$ cat src/hdl/bqd_pkg.sv
// ----------------------------------------------------------------------------
// bqd_pkg: shared types and constants for the biquad cascade decimator
// Section coefficients, sequencer states and the datapath control word.
// ----------------------------------------------------------------------------
`default_nettype none

package bqd_pkg;

  localparam int SECTION_COUNT = 5;
  localparam int SAMPLE_WIDTH  = 32;

  localparam int STATE_W   = 40;
  localparam int COEF_W    = 22;
  localparam int COEF_FRAC = 20;
  localparam int ACC_W     = 64;

  localparam int DECIM_W   = 4;
  localparam int HOP_W     = 13;
  localparam int HOP_POS_W = 12;
  localparam int PHASE_W   = 3;
  localparam int PADDR_W   = 3;
  localparam int PDATA_W   = 32;

  localparam logic [DECIM_W-1:0] DECIM_RST = 4'd4;
  localparam logic [DECIM_W-1:0] DECIM_MAX = 4'd8;
  localparam logic [HOP_W-1:0]   HOP_RST   = 13'd256;
  localparam logic [HOP_W-1:0]   HOP_MAX   = 13'd4096;

  typedef enum logic {
    REG_DECIM = 1'b0,
    REG_HOP   = 1'b1
  } reg_idx_e;

  typedef enum logic [3:0] {
    ST_IDLE,
    ST_RD0,
    ST_RD1,
    ST_MA1,
    ST_MA2,
    ST_T,
    ST_TR,
    ST_U1,
    ST_U2,
    ST_UR,
    ST_G,
    ST_GA,
    ST_XR,
    ST_DONE
  } state_e;

  typedef enum logic [1:0] {
    CS_B1,
    CS_A1,
    CS_A2,
    CS_GAIN
  } coef_sel_e;

  typedef enum logic [1:0] {
    OPA_W0,
    OPA_W1,
    OPA_U
  } opa_e;

  typedef enum logic [1:0] {
    ACC_HOLD,
    ACC_LOAD,
    ACC_ADD,
    ACC_SUB
  } acc_op_e;

  typedef enum logic [1:0] {
    ADD_X,
    ADD_T,
    ADD_W1,
    ADD_PROD
  } add_sel_e;

  typedef enum logic [1:0] {
    RND_NONE,
    RND_T,
    RND_U,
    RND_X
  } rnd_dst_e;

  typedef struct packed {
    logic                      load_x;
    logic                      cap_w0;
    logic                      cap_w1;
    logic                      mul_en;
    opa_e                      opa;
    logic signed [COEF_W-1:0]  coef;
    acc_op_e                   acc_op;
    add_sel_e                  add_sel;
    rnd_dst_e                  rnd_dst;
    logic                      wsel_t;
  } dp_ctrl_t;

  // Q2.20 low-pass coefficients; sections past the table reuse the last one
  function automatic logic signed [COEF_W-1:0] coef_lookup(input int unsigned sec,
                                                           input coef_sel_e   sel);
    logic signed [COEF_W-1:0] b1;
    logic signed [COEF_W-1:0] a1;
    logic signed [COEF_W-1:0] a2;
    case (sec)
      0: begin
        b1 = 22'sd1257059;  a1 = -22'sd1515472; a2 = 22'sd572939;
      end
      1: begin
        b1 = -22'sd595026;  a1 = -22'sd1496024; a2 = 22'sd715143;
      end
      2: begin
        b1 = -22'sd1152449; a1 = -22'sd1476662; a2 = 22'sd868920;
      end
      3: begin
        b1 = -22'sd1327336; a1 = -22'sd1468960; a2 = 22'sd968918;
      end
      default: begin
        b1 = -22'sd1382913; a1 = -22'sd1476649; a2 = 22'sd1026532;
      end
    endcase
    case (sel)
      CS_B1:   return b1;
      CS_A1:   return a1;
      CS_A2:   return a2;
      default: return 22'sd282333;
    endcase
  endfunction

endpackage

`default_nettype wire

$ cat src/hdl/biquad_cascade_decimator.sv
// One word is filtered at a time: in_ready_o is high only in the idle state, so a new
// word waits until the last has passed through the single shared
// multiply-accumulate unit stepping through 12 operations per section.
// Reset: rst_ni clears control, counters, state valid bits and registers to
// decimation_factor=4, hop_length=256; section states read as zero until written.
// ----------------------------------------------------------------------------
// biquad_cascade_decimator: biquad low-pass cascade with hop-aligned decimation
// Direct-form-II sections in Q.8 with 40-bit states, one shared MAC under a
// sequencer, APB configuration and an output register toward the sink.
// ----------------------------------------------------------------------------
`default_nettype none

module biquad_cascade_decimator #(
  parameter int SECTION_COUNT = bqd_pkg::SECTION_COUNT,
  parameter int SAMPLE_WIDTH  = bqd_pkg::SAMPLE_WIDTH
) (
  input  wire logic                                 clk_i,
  input  wire logic                                 rst_ni,
  input  wire logic                                 in_valid_i,
  output logic                                      in_ready_o,
  input  wire logic signed [SAMPLE_WIDTH-1:0]       sample_i,
  output logic                                      out_valid_o,
  input  wire logic                                 out_ready_i,
  output logic signed      [SAMPLE_WIDTH-1:0]       filtered_sample_o,
  input  wire logic                                 psel,
  input  wire logic                                 penable,
  input  wire logic                                 pwrite,
  input  wire logic [bqd_pkg::PADDR_W-1:0]          paddr,
  input  wire logic [bqd_pkg::PDATA_W-1:0]          pwdata,
  output logic      [bqd_pkg::PDATA_W-1:0]          prdata,
  output logic                                      pready
);

  localparam int StW   = bqd_pkg::STATE_W;
  localparam int SW    = SAMPLE_WIDTH;
  localparam int Depth = 2 * SECTION_COUNT;
  localparam int AddrW = (Depth > 1) ? $clog2(Depth) : 1;
  localparam int SecW  = (SECTION_COUNT > 1) ? $clog2(SECTION_COUNT) : 1;
  localparam int XW    = (SW > StW) ? SW : StW;
  localparam int YW    = (SW < StW) ? StW : SW;
  localparam int DecW  = bqd_pkg::DECIM_W;
  localparam int HopW  = bqd_pkg::HOP_W;
  localparam int PosW  = bqd_pkg::HOP_POS_W;
  localparam int PhW   = bqd_pkg::PHASE_W;
  localparam int PdW   = bqd_pkg::PDATA_W;

  bqd_pkg::state_e state_q, state_d;
  logic [SecW-1:0]  sec_q, sec_d;
  logic             emit_q;
  logic [DecW-1:0]  dec_q;
  logic [HopW-1:0]  hop_q;
  logic [PosW-1:0]  hop_pos_q;
  logic [PhW-1:0]   phase_q;
  logic             out_valid_q;
  logic [SW-1:0]    out_data_q;
  logic [Depth-1:0] dval_q;
  logic             rvld_q;

  bqd_pkg::dp_ctrl_t  ctrl;
  bqd_pkg::coef_sel_e csel;
  logic               in_acc;
  logic               out_load;
  logic               mem_we;
  logic [AddrW-1:0]   waddr, raddr;
  logic [StW-1:0]     mem_wdata, mem_rdata, rdata_m;
  logic signed [StW-1:0] x0, x_cur;
  logic signed [XW-1:0]  s_ext;
  logic [XW-StW:0]       s_top;
  logic signed [YW-1:0]  y_ext;
  logic [YW-SW:0]        y_top;
  logic [SW-1:0]         y_sat;
  logic                  apb_wr;
  logic [DecW-1:0]       fac_eff;
  logic [HopW-1:0]       hop_eff;
  logic [DecW-1:0]       phase_inc;
  logic [HopW-1:0]       pos_inc;

  // ---------------- configuration port
  assign pready = 1'b1;
  assign apb_wr = psel && penable && pwrite;

  always_ff @(posedge clk_i or negedge rst_ni) begin
    if (!rst_ni) begin
      dec_q <= bqd_pkg::DECIM_RST;
      hop_q <= bqd_pkg::HOP_RST;
    end else if (apb_wr) begin
      case (bqd_pkg::reg_idx_e'(paddr[2]))
        bqd_pkg::REG_DECIM: dec_q <= pwdata[DecW-1:0];
        bqd_pkg::REG_HOP:   hop_q <= pwdata[HopW-1:0];
        default:            dec_q <= dec_q;
      endcase
    end
  end

  always_comb begin
    case (bqd_pkg::reg_idx_e'(paddr[2]))
      bqd_pkg::REG_DECIM: prdata = PdW'(dec_q);
      bqd_pkg::REG_HOP:   prdata = PdW'(hop_q);
      default:            prdata = '0;
    endcase
  end

  // ---------------- hop and decimation counters
  always_comb begin
    if (dec_q == '0) begin
      fac_eff = DecW'(1);
    end else if (dec_q > bqd_pkg::DECIM_MAX) begin
      fac_eff = bqd_pkg::DECIM_MAX;
    end else begin
      fac_eff = dec_q;
    end
    if (hop_q == '0) begin
      hop_eff = HopW'(1);
    end else if (hop_q > bqd_pkg::HOP_MAX) begin
      hop_eff = bqd_pkg::HOP_MAX;
    end else begin
      hop_eff = hop_q;
    end
    phase_inc = DecW'(phase_q) + DecW'(1);
    pos_inc   = HopW'(hop_pos_q) + HopW'(1);
  end

  assign in_acc = in_valid_i && in_ready_o;

  always_ff @(posedge clk_i or negedge rst_ni) begin
    if (!rst_ni) begin
      hop_pos_q <= '0;
      phase_q   <= '0;
      emit_q    <= 1'b0;
    end else if (in_acc) begin
      emit_q <= (phase_q == '0);
      if (pos_inc >= hop_eff) begin
        hop_pos_q <= '0;
        phase_q   <= '0;
      end else begin
        hop_pos_q <= pos_inc[PosW-1:0];
        phase_q   <= (phase_inc >= fac_eff) ? '0 : phase_inc[PhW-1:0];
      end
    end
  end

  // ---------------- input clamp to the state range
  always_comb begin
    s_ext = XW'(sample_i);
    s_top = s_ext[XW-1:StW-1];
    if ((&s_top) || !(|s_top)) begin
      x0 = s_ext[StW-1:0];
    end else if (s_ext[XW-1]) begin
      x0 = {1'b1, {(StW-1){1'b0}}};
    end else begin
      x0 = {1'b0, {(StW-1){1'b1}}};
    end
  end

  // ---------------- sequencer
  always_ff @(posedge clk_i or negedge rst_ni) begin
    if (!rst_ni) begin
      state_q <= bqd_pkg::ST_IDLE;
      sec_q   <= '0;
    end else begin
      state_q <= state_d;
      sec_q   <= sec_d;
    end
  end

  always_comb begin
    state_d      = state_q;
    sec_d        = sec_q;
    in_ready_o   = 1'b0;
    out_load     = 1'b0;
    mem_we       = 1'b0;
    raddr        = AddrW'({sec_q, 1'b0});
    waddr        = AddrW'({sec_q, 1'b0});
    csel         = bqd_pkg::CS_A1;
    ctrl         = '0;
    ctrl.opa     = bqd_pkg::OPA_W0;
    ctrl.acc_op  = bqd_pkg::ACC_HOLD;
    ctrl.add_sel = bqd_pkg::ADD_PROD;
    ctrl.rnd_dst = bqd_pkg::RND_NONE;
    case (state_q)
      bqd_pkg::ST_IDLE: begin
        in_ready_o  = 1'b1;
        ctrl.load_x = in_valid_i;
        if (in_valid_i) begin
          sec_d   = '0;
          state_d = bqd_pkg::ST_RD0;
        end
      end
      bqd_pkg::ST_RD0: begin
        state_d = bqd_pkg::ST_RD1;
      end
      bqd_pkg::ST_RD1: begin
        raddr        = AddrW'({sec_q, 1'b1});
        ctrl.cap_w0  = 1'b1;
        ctrl.acc_op  = bqd_pkg::ACC_LOAD;
        ctrl.add_sel = bqd_pkg::ADD_X;
        state_d      = bqd_pkg::ST_MA1;
      end
      bqd_pkg::ST_MA1: begin
        ctrl.cap_w1 = 1'b1;
        ctrl.mul_en = 1'b1;
        ctrl.opa    = bqd_pkg::OPA_W0;
        csel        = bqd_pkg::CS_A1;
        state_d     = bqd_pkg::ST_MA2;
      end
      bqd_pkg::ST_MA2: begin
        ctrl.mul_en = 1'b1;
        ctrl.opa    = bqd_pkg::OPA_W1;
        csel        = bqd_pkg::CS_A2;
        ctrl.acc_op = bqd_pkg::ACC_SUB;
        state_d     = bqd_pkg::ST_T;
      end
      bqd_pkg::ST_T: begin
        ctrl.mul_en = 1'b1;
        ctrl.opa    = bqd_pkg::OPA_W0;
        csel        = bqd_pkg::CS_B1;
        ctrl.acc_op = bqd_pkg::ACC_SUB;
        state_d     = bqd_pkg::ST_TR;
      end
      bqd_pkg::ST_TR: begin
        ctrl.rnd_dst = bqd_pkg::RND_T;
        ctrl.acc_op  = bqd_pkg::ACC_LOAD;
        state_d      = bqd_pkg::ST_U1;
      end
      bqd_pkg::ST_U1: begin
        ctrl.acc_op  = bqd_pkg::ACC_ADD;
        ctrl.add_sel = bqd_pkg::ADD_T;
        mem_we       = 1'b1;
        waddr        = AddrW'({sec_q, 1'b1});
        state_d      = bqd_pkg::ST_U2;
      end
      bqd_pkg::ST_U2: begin
        ctrl.acc_op  = bqd_pkg::ACC_ADD;
        ctrl.add_sel = bqd_pkg::ADD_W1;
        ctrl.wsel_t  = 1'b1;
        mem_we       = 1'b1;
        state_d      = bqd_pkg::ST_UR;
      end
      bqd_pkg::ST_UR: begin
        ctrl.rnd_dst = bqd_pkg::RND_U;
        state_d      = bqd_pkg::ST_G;
      end
      bqd_pkg::ST_G: begin
        ctrl.mul_en = 1'b1;
        ctrl.opa    = bqd_pkg::OPA_U;
        csel        = bqd_pkg::CS_GAIN;
        state_d     = bqd_pkg::ST_GA;
      end
      bqd_pkg::ST_GA: begin
        ctrl.acc_op = bqd_pkg::ACC_LOAD;
        state_d     = bqd_pkg::ST_XR;
      end
      bqd_pkg::ST_XR: begin
        ctrl.rnd_dst = bqd_pkg::RND_X;
        if (sec_q == SecW'(SECTION_COUNT - 1)) begin
          state_d = bqd_pkg::ST_DONE;
        end else begin
          sec_d   = sec_q + SecW'(1);
          state_d = bqd_pkg::ST_RD0;
        end
      end
      bqd_pkg::ST_DONE: begin
        if (!emit_q) begin
          state_d = bqd_pkg::ST_IDLE;
        end else if (!out_valid_q || out_ready_i) begin
          out_load = 1'b1;
          state_d  = bqd_pkg::ST_IDLE;
        end
      end
      default: begin
        state_d = bqd_pkg::ST_IDLE;
      end
    endcase
    ctrl.coef = bqd_pkg::coef_lookup(int'(sec_q), csel);
  end

  // ---------------- section state memory, zero until written
  always_ff @(posedge clk_i or negedge rst_ni) begin
    if (!rst_ni) begin
      dval_q <= '0;
      rvld_q <= 1'b0;
    end else begin
      if (mem_we) begin
        dval_q[waddr] <= 1'b1;
      end
      rvld_q <= dval_q[raddr];
    end
  end

  bqd_ram #(
    .Width (StW),
    .Depth (Depth)
  ) u_state_ram (
    .clk_i   (clk_i),
    .we_i    (mem_we),
    .waddr_i (waddr),
    .wdata_i (mem_wdata),
    .raddr_i (raddr),
    .rdata_o (mem_rdata)
  );

  assign rdata_m = rvld_q ? mem_rdata : '0;

  bqd_mac u_mac (
    .clk_i   (clk_i),
    .ctrl_i  (ctrl),
    .x0_i    (x0),
    .rdata_i (rdata_m),
    .x_o     (x_cur),
    .wdata_o (mem_wdata)
  );

  // ---------------- output clamp and register
  always_comb begin
    y_ext = YW'(x_cur);
    y_top = y_ext[YW-1:SW-1];
    if ((&y_top) || !(|y_top)) begin
      y_sat = y_ext[SW-1:0];
    end else if (y_ext[YW-1]) begin
      y_sat = {1'b1, {(SW-1){1'b0}}};
    end else begin
      y_sat = {1'b0, {(SW-1){1'b1}}};
    end
  end

  always_ff @(posedge clk_i or negedge rst_ni) begin
    if (!rst_ni) begin
      out_valid_q <= 1'b0;
    end else if (out_load) begin
      out_valid_q <= 1'b1;
    end else if (out_ready_i) begin
      out_valid_q <= 1'b0;
    end
  end

  always_ff @(posedge clk_i) begin
    if (out_load) begin
      out_data_q <= y_sat;
    end
  end

  assign out_valid_o       = out_valid_q;
  assign filtered_sample_o = out_data_q;

`ifndef SYNTH
  a_done_emits: assert property (@(posedge clk_i) disable iff (!rst_ni)
    (state_q == bqd_pkg::ST_DONE && emit_q && (!out_valid_q || out_ready_i))
      |=> out_valid_o)
    else $error("kept word not presented at output");

  a_accept_starts: assert property (@(posedge clk_i) disable iff (!rst_ni)
    (in_valid_i && in_ready_o) |=> (state_q == bqd_pkg::ST_RD0 && sec_q == '0))
    else $error("accepted word did not start at first section");

  a_sec_range: assert property (@(posedge clk_i) disable iff (!rst_ni)
    state_q != bqd_pkg::ST_IDLE |-> sec_q <= SecW'(SECTION_COUNT - 1))
    else $error("section index out of range");
`endif

endmodule

`default_nettype wire

$ cat src/hdl/bqd_ram.sv
// ----------------------------------------------------------------------------
// bqd_ram: generic single-write, single-read RAM
// One write port, one read port, registered read data.
// ----------------------------------------------------------------------------
`default_nettype none

module bqd_ram #(
  parameter int Width = 40,
  parameter int Depth = 10
) (
  input  wire logic                                    clk_i,
  input  wire logic                                    we_i,
  input  wire logic [((Depth > 1) ? $clog2(Depth) : 1)-1:0] waddr_i,
  input  wire logic [Width-1:0]                        wdata_i,
  input  wire logic [((Depth > 1) ? $clog2(Depth) : 1)-1:0] raddr_i,
  output logic      [Width-1:0]                        rdata_o
);

  logic [Width-1:0] mem_q [Depth];
  logic [Width-1:0] rdata_q;

  always_ff @(posedge clk_i) begin
    if (we_i) begin
      mem_q[waddr_i] <= wdata_i;
    end
    rdata_q <= mem_q[raddr_i];
  end

  assign rdata_o = rdata_q;

endmodule

`default_nettype wire

$ cat src/hdl/bqd_mac.sv
// ----------------------------------------------------------------------------
// bqd_mac: shared multiply-accumulate unit of the biquad cascade
// One registered 40x22 multiplier, a 64-bit accumulator and one
// round-half-up / saturate stage back to the 40-bit state range.
// ----------------------------------------------------------------------------
`default_nettype none

module bqd_mac (
  input  wire logic                                   clk_i,
  input  wire bqd_pkg::dp_ctrl_t                      ctrl_i,
  input  wire logic signed [bqd_pkg::STATE_W-1:0]     x0_i,
  input  wire logic signed [bqd_pkg::STATE_W-1:0]     rdata_i,
  output logic signed      [bqd_pkg::STATE_W-1:0]     x_o,
  output logic signed      [bqd_pkg::STATE_W-1:0]     wdata_o
);

  localparam int StW  = bqd_pkg::STATE_W;
  localparam int CfW  = bqd_pkg::COEF_W;
  localparam int AccW = bqd_pkg::ACC_W;
  localparam int Frac = bqd_pkg::COEF_FRAC;
  localparam int MulW = StW + CfW;
  localparam logic signed [AccW-1:0] Half = AccW'(1) <<< (Frac - 1);

  logic signed [StW-1:0]  w0_q, w1_q, t_q, u_q, x_q;
  logic signed [AccW-1:0] acc_q, acc_d;
  logic signed [AccW-1:0] prod_q;
  logic signed [StW-1:0]  opa;
  logic signed [MulW-1:0] mul;
  logic signed [AccW-1:0] addend;
  logic signed [AccW-1:0] rnd_sum;
  logic signed [AccW-1:0] rnd_shr;
  logic signed [StW-1:0]  rnd_sat;
  logic [AccW-StW:0]      rnd_top;

  always_comb begin
    case (ctrl_i.opa)
      bqd_pkg::OPA_W0: opa = w0_q;
      bqd_pkg::OPA_W1: opa = w1_q;
      bqd_pkg::OPA_U:  opa = u_q;
      default:         opa = w0_q;
    endcase
    mul = opa * ctrl_i.coef;
  end

  always_comb begin
    case (ctrl_i.add_sel)
      bqd_pkg::ADD_X:    addend = AccW'(x_q) <<< Frac;
      bqd_pkg::ADD_T:    addend = AccW'(t_q) <<< Frac;
      bqd_pkg::ADD_W1:   addend = AccW'(w1_q) <<< Frac;
      bqd_pkg::ADD_PROD: addend = prod_q;
      default:           addend = prod_q;
    endcase
    case (ctrl_i.acc_op)
      bqd_pkg::ACC_HOLD: acc_d = acc_q;
      bqd_pkg::ACC_LOAD: acc_d = addend;
      bqd_pkg::ACC_ADD:  acc_d = acc_q + addend;
      bqd_pkg::ACC_SUB:  acc_d = acc_q - addend;
      default:           acc_d = acc_q;
    endcase
  end

  // round half up to Q.8, then clamp to the state range
  always_comb begin
    rnd_sum = acc_q + Half;
    rnd_shr = rnd_sum >>> Frac;
    rnd_top = rnd_shr[AccW-1:StW-1];
    if ((&rnd_top) || !(|rnd_top)) begin
      rnd_sat = rnd_shr[StW-1:0];
    end else if (rnd_shr[AccW-1]) begin
      rnd_sat = {1'b1, {(StW-1){1'b0}}};
    end else begin
      rnd_sat = {1'b0, {(StW-1){1'b1}}};
    end
  end

  always_ff @(posedge clk_i) begin
    acc_q <= acc_d;
    if (ctrl_i.mul_en) begin
      prod_q <= AccW'(mul);
    end
    if (ctrl_i.cap_w0) begin
      w0_q <= rdata_i;
    end
    if (ctrl_i.cap_w1) begin
      w1_q <= rdata_i;
    end
    if (ctrl_i.load_x) begin
      x_q <= x0_i;
    end else if (ctrl_i.rnd_dst == bqd_pkg::RND_X) begin
      x_q <= rnd_sat;
    end
    if (ctrl_i.rnd_dst == bqd_pkg::RND_T) begin
      t_q <= rnd_sat;
    end
    if (ctrl_i.rnd_dst == bqd_pkg::RND_U) begin
      u_q <= rnd_sat;
    end
  end

  assign x_o     = x_q;
  assign wdata_o = ctrl_i.wsel_t ? t_q : w0_q;

endmodule

`default_nettype wire

$ cat config.mk
export PLATFORM = sky130hd
export DESIGN_NAME = biquad_cascade_decimator
export DESIGN_NICKNAME = d
export VERILOG_FILES = /design/src/hdl/bqd_pkg.sv /design/src/hdl/biquad_cascade_decimator.sv /design/src/hdl/bqd_ram.sv /design/src/hdl/bqd_mac.sv
export SDC_FILE = /design/constraint.sdc
export NUM_CORES = 2
export LEC_CHECK = 0
export ABC_AREA = 1
export BUFFER_PORTS_ARGS = -buffer_cell sky130_fd_sc_hd__buf_2
export CAP_MARGIN = 25
export CORE_UTILIZATION = 30
export CTS_CLUSTER_DIAMETER = 80
export DETAILED_ROUTE_END_ITERATION = 8
export GPL_ROUTABILITY_DRIVEN = 0
export REMOVE_ABC_BUFFERS = 1
export SLEW_MARGIN = 20
export SYNTH_ARGS = -nofsm -noshare
export SYNTH_HDL_FRONTEND = slang
export SYNTH_HIERARCHICAL = 1
export SYNTH_SLANG_ARGS = --single-unit
$ cat constraint.sdc
create_clock -name clk_i -period 11.6 [get_ports clk_i]
set_input_delay 0.58 -clock clk_i [delete_from_list [all_inputs] [get_ports clk_i]]
set_output_delay 0.58 -clock clk_i [all_outputs]
set_load 0.005 [all_outputs]
==> flow_summary_export.csv <==
group,metric,value,unit
routing,routedWlPerCell,20.2,microns
grt,grt_max_degree,125,
grt,grt_most_used_layer,"met2",
setup_path,crit_start,"state_q[1]$_DFFE_PN0P_",
logic_synthesis,avgSynthCellArea,8.56,sq um
die,die_w,501,microns
clocking,hold_buffers,0,
logic_synthesis,ys_types,62,
die,num_rows,182,
grt,antenna_found_initial,4,
grt,globalRouteOverflowTotal,0,
die,start_util,30.3,%
setup_path,slowest_delay,910,ps
setup_path,cp_data_arrival_time,10910,ps
setup_path,slowest_stage,"ha_2",
timing,slew_headroom,24.9,%
logic_synthesis,yosysSeqAreaShare,33.2,%
logic_synthesis,postSynthCellCount,8741,
final_layout,nets,9956,
clocking,cts.clk_slew.worst_paths,70,ps
clocking,cts_buffer_depth,3,
setup_path,startpoint_type,"register",
grt,grt_pass1_vias,59600,
final_layout,layout-drive-gt1-share,6.04,%
clocking,clock_latency,710,ps
final_layout,n_fill_cell,25500,
setup_path,worstReg2RegStart,"state_q[1]$_DFFE_PN0P_",
routing,routed_wirelength,245000,microns
timing,fin_crit,10460,ps
clocking,postCtsResizedCells,0,
setup_path,path_class,"reg -> reg",
logic_synthesis,ys.flop_type,"edfxtp_1",
die,dieArea,0.251,sq mm
die,die_h,501,microns
clocking,cts_tree,"yes",
timing,rsz0062_at_grt,"no",
logic_synthesis,synth-async-reset-ratio,6.12,%
setup_path,worst_path_most_repeated_cell,"fa_1",
logic_synthesis,synth_area,0.0748,sq mm
clocking,htreeDepth,3,
timing,setup_viol,0,
timing,skew,49.0,ps
die,core_area,0.247,sq mm
die,pin_count,141,
logic_synthesis,yosysWarnings,6,
hold_path,hold_path.class,"in -> async",
setup_path,reg2reg_depth,31,
run_status,outcome,"finished clean",
timing,tns,0,ps
clocking,root_buffer,"clkbuf_16",
clocking,numCtsBuffers,81,
grt,met2_usage,29.4,%
setup_path,end_kind,"register",
routing,drt_pass1_iterations,8,
timing,hold_ws,24.6,ps
place,dp_hpwl,184000,microns
timing,worst_slew_pin_slew,1130,ps
routing,viasPerCell,5.00,
timing,post-route-period-util,90.1,%
timing,finalMaxSlewViolations,0,
grt,grt_pass1_wl,366000,microns
setup_path,path_max_fanout,41,
routing,drt_iter0_drc,6715,
grt,use_met3,3.86,%
job,drv_cap,0,
timing,finalHoldViolations,0,
logic_synthesis,synth_seq_cells,850,
routing,final_antenna_net_count,0,
logic_synthesis,synth_edf_count,758,
place,port_buffers,99,
clocking,cts_setup_buffers,0,
timing,fmax,0.0956,GHz
clocking,cts.sinks,850,
routing,drcViolationCount,0,
setup_path,cp.required,12050,ps
routing,vias,60600,
grt,grtUsageTotal,19.2,%
grt,met1_usage,25.9,%
final_layout,synthToLayoutAreaGrowth,9.70,%
## flip-flops by register name (all words and copies together), names as in the netlist, 4 cells and up
| signal | count |
|---|---|
| dec_q | 4 |
| dval_q | 10 |
| filtered_sample_o | 32 |
| hop_pos_q | 12 |
| hop_q | 13 |
| state_q | 4 |
| u_mac/acc_q | 64 |
| u_mac/prod_q | 62 |
| u_mac/t_q | 40 |
| u_mac/u_q | 40 |
| u_mac/w0_q | 40 |
| u_mac/w1_q | 40 |
| u_mac/x_o | 40 |
| u_state_ram/mem_q | 400 |
| u_state_ram/rdata_o | 40 |
## through the flow
stage	area, sq um	util [%]	instances	setup slack, ps
2_1_floorplan	73300	-	8415	1560
3_3_place_gp	79400	32.1	12000	1590
3_5_place_dp	79400	32.2	12000	1470
4_1_cts	82100	33.2	12100	1440
5_1_grt	82100	33.2	12100	855
6_report	82100	33.3	12100	1140
## cell usage after synthesis (5+ instances only)
cell type	count	area share, %
o211ai_1	10	0.10
nor2_4	7	0.11
inv_2	22	0.11
nand2_1	2337	12
dfrtp_1	50	1.7
o21bai_1	20	0.20
ha_1	266	4.4
o21ai_1	26	0.17
a31oi_1	29	0.24
nand2_2	15	0.13
clkinv_1	19	0.095
a221o_1	40	0.54
nand3_1	478	3.2
nor2_2	17	0.14
edfxtp_1	758	30
a21boi_0	11	0.11
dfxtp_1	40	1.1
nand3b_1	13	0.13
or2_1	22	0.18
nor3_1	52	0.35
o21ai_0	327	2.2
a21o_1	25	0.25
o21a_1	5	0.050
a21oi_1	181	1.2
nand4_1	69	0.58
buf_6	10	0.15
nor4_1	23	0.19
or2_2	31	0.26
o21ai_2	6	0.070
xnor2_1	65	0.76
fa_1	862	23
nor2_1	782	3.9
o31ai_1	5	0.050
and3_1	5	0.042
mux2_2	9	0.14
clkbuf_1	215	1.1
xor2_1	116	1.4
buf_1	27	0.14
or2_0	5	0.042
buf_4	33	0.33
buf_2	58	0.39
inv_1	1615	8.1
## cell usage in the layout, fill, tap and decap left out, types with 116 or more instances in the layout
cell         n
nand2_1   2335
nand3_1    477
fa_1       861
nor2_1     767
ha_1       265
edfxtp_1   758
inv_1     1614
o21ai_0    316
xor2_1     116
a21oi_1    181
buf_4      151
## layer usage
metal	up-vias	part of all wire (%)
li1	27000	-
met1	29700	40
met2	3295	43
met3	537	11
met4	4	5.6
met5	-	0.011
## logic make-up after synthesis
| kind of cell | synth area share (%) |
|---|---|
| compound gates | 5.37 |
| xor+xnor | 2.12 |
| fa+ha+maj | 27.5 |
| buf+inv | 10.4 |
| flops | 33.2 |
| mux | 0.135 |
| other cells | 0.0100 |
| simple gates | 21.2 |
## final cells by class
class	instances	area, sq um	area share [%]
clock inverters	41	468	0.570
clock buffers	108	2210	2.69
repair buffers	256	1680	2.04
well taps	3312	4140	5.05
inverters	1657	6230	7.60
multi-input cells	5908	42500	51.7
flip-flops and latches	850	24900	30.3
diodes	1	2.50	0.00305
## worst paths after layout
| check | endpoint | slack [ps] |
|---|---|---|
| max in group asynchronous | sec_q[0]$_DFFE_PN0P_ | 11010 |
| min in group clk_i | hop_q[9]$_DFFE_PN0P_ | 120 |
| max | u_mac/prod_q[61]$_DFFE_PP_ | 1140 |
| min | dec_q[0]$_DFFE_PN0P_ | 20 |
| min reg2reg | u_state_ram/rdata_o[19]$_DFF_P_ | 450 |
| max reg2reg | u_mac/prod_q[61]$_DFFE_PP_ | 1140 |
## critical path: cells and delay by family (launching register included)
kind | cells | cell delay, ps
compound gates | 2 | 370
buf+inv | 7 | 1410
fa+ha+maj | 9 | 4960
flops | 1 | 460
simple gates | 13 | 2990
Power is left out: the tool's default activity adds up to more than one toggle a clock period on the data nets, which glitch-free logic cannot reach.
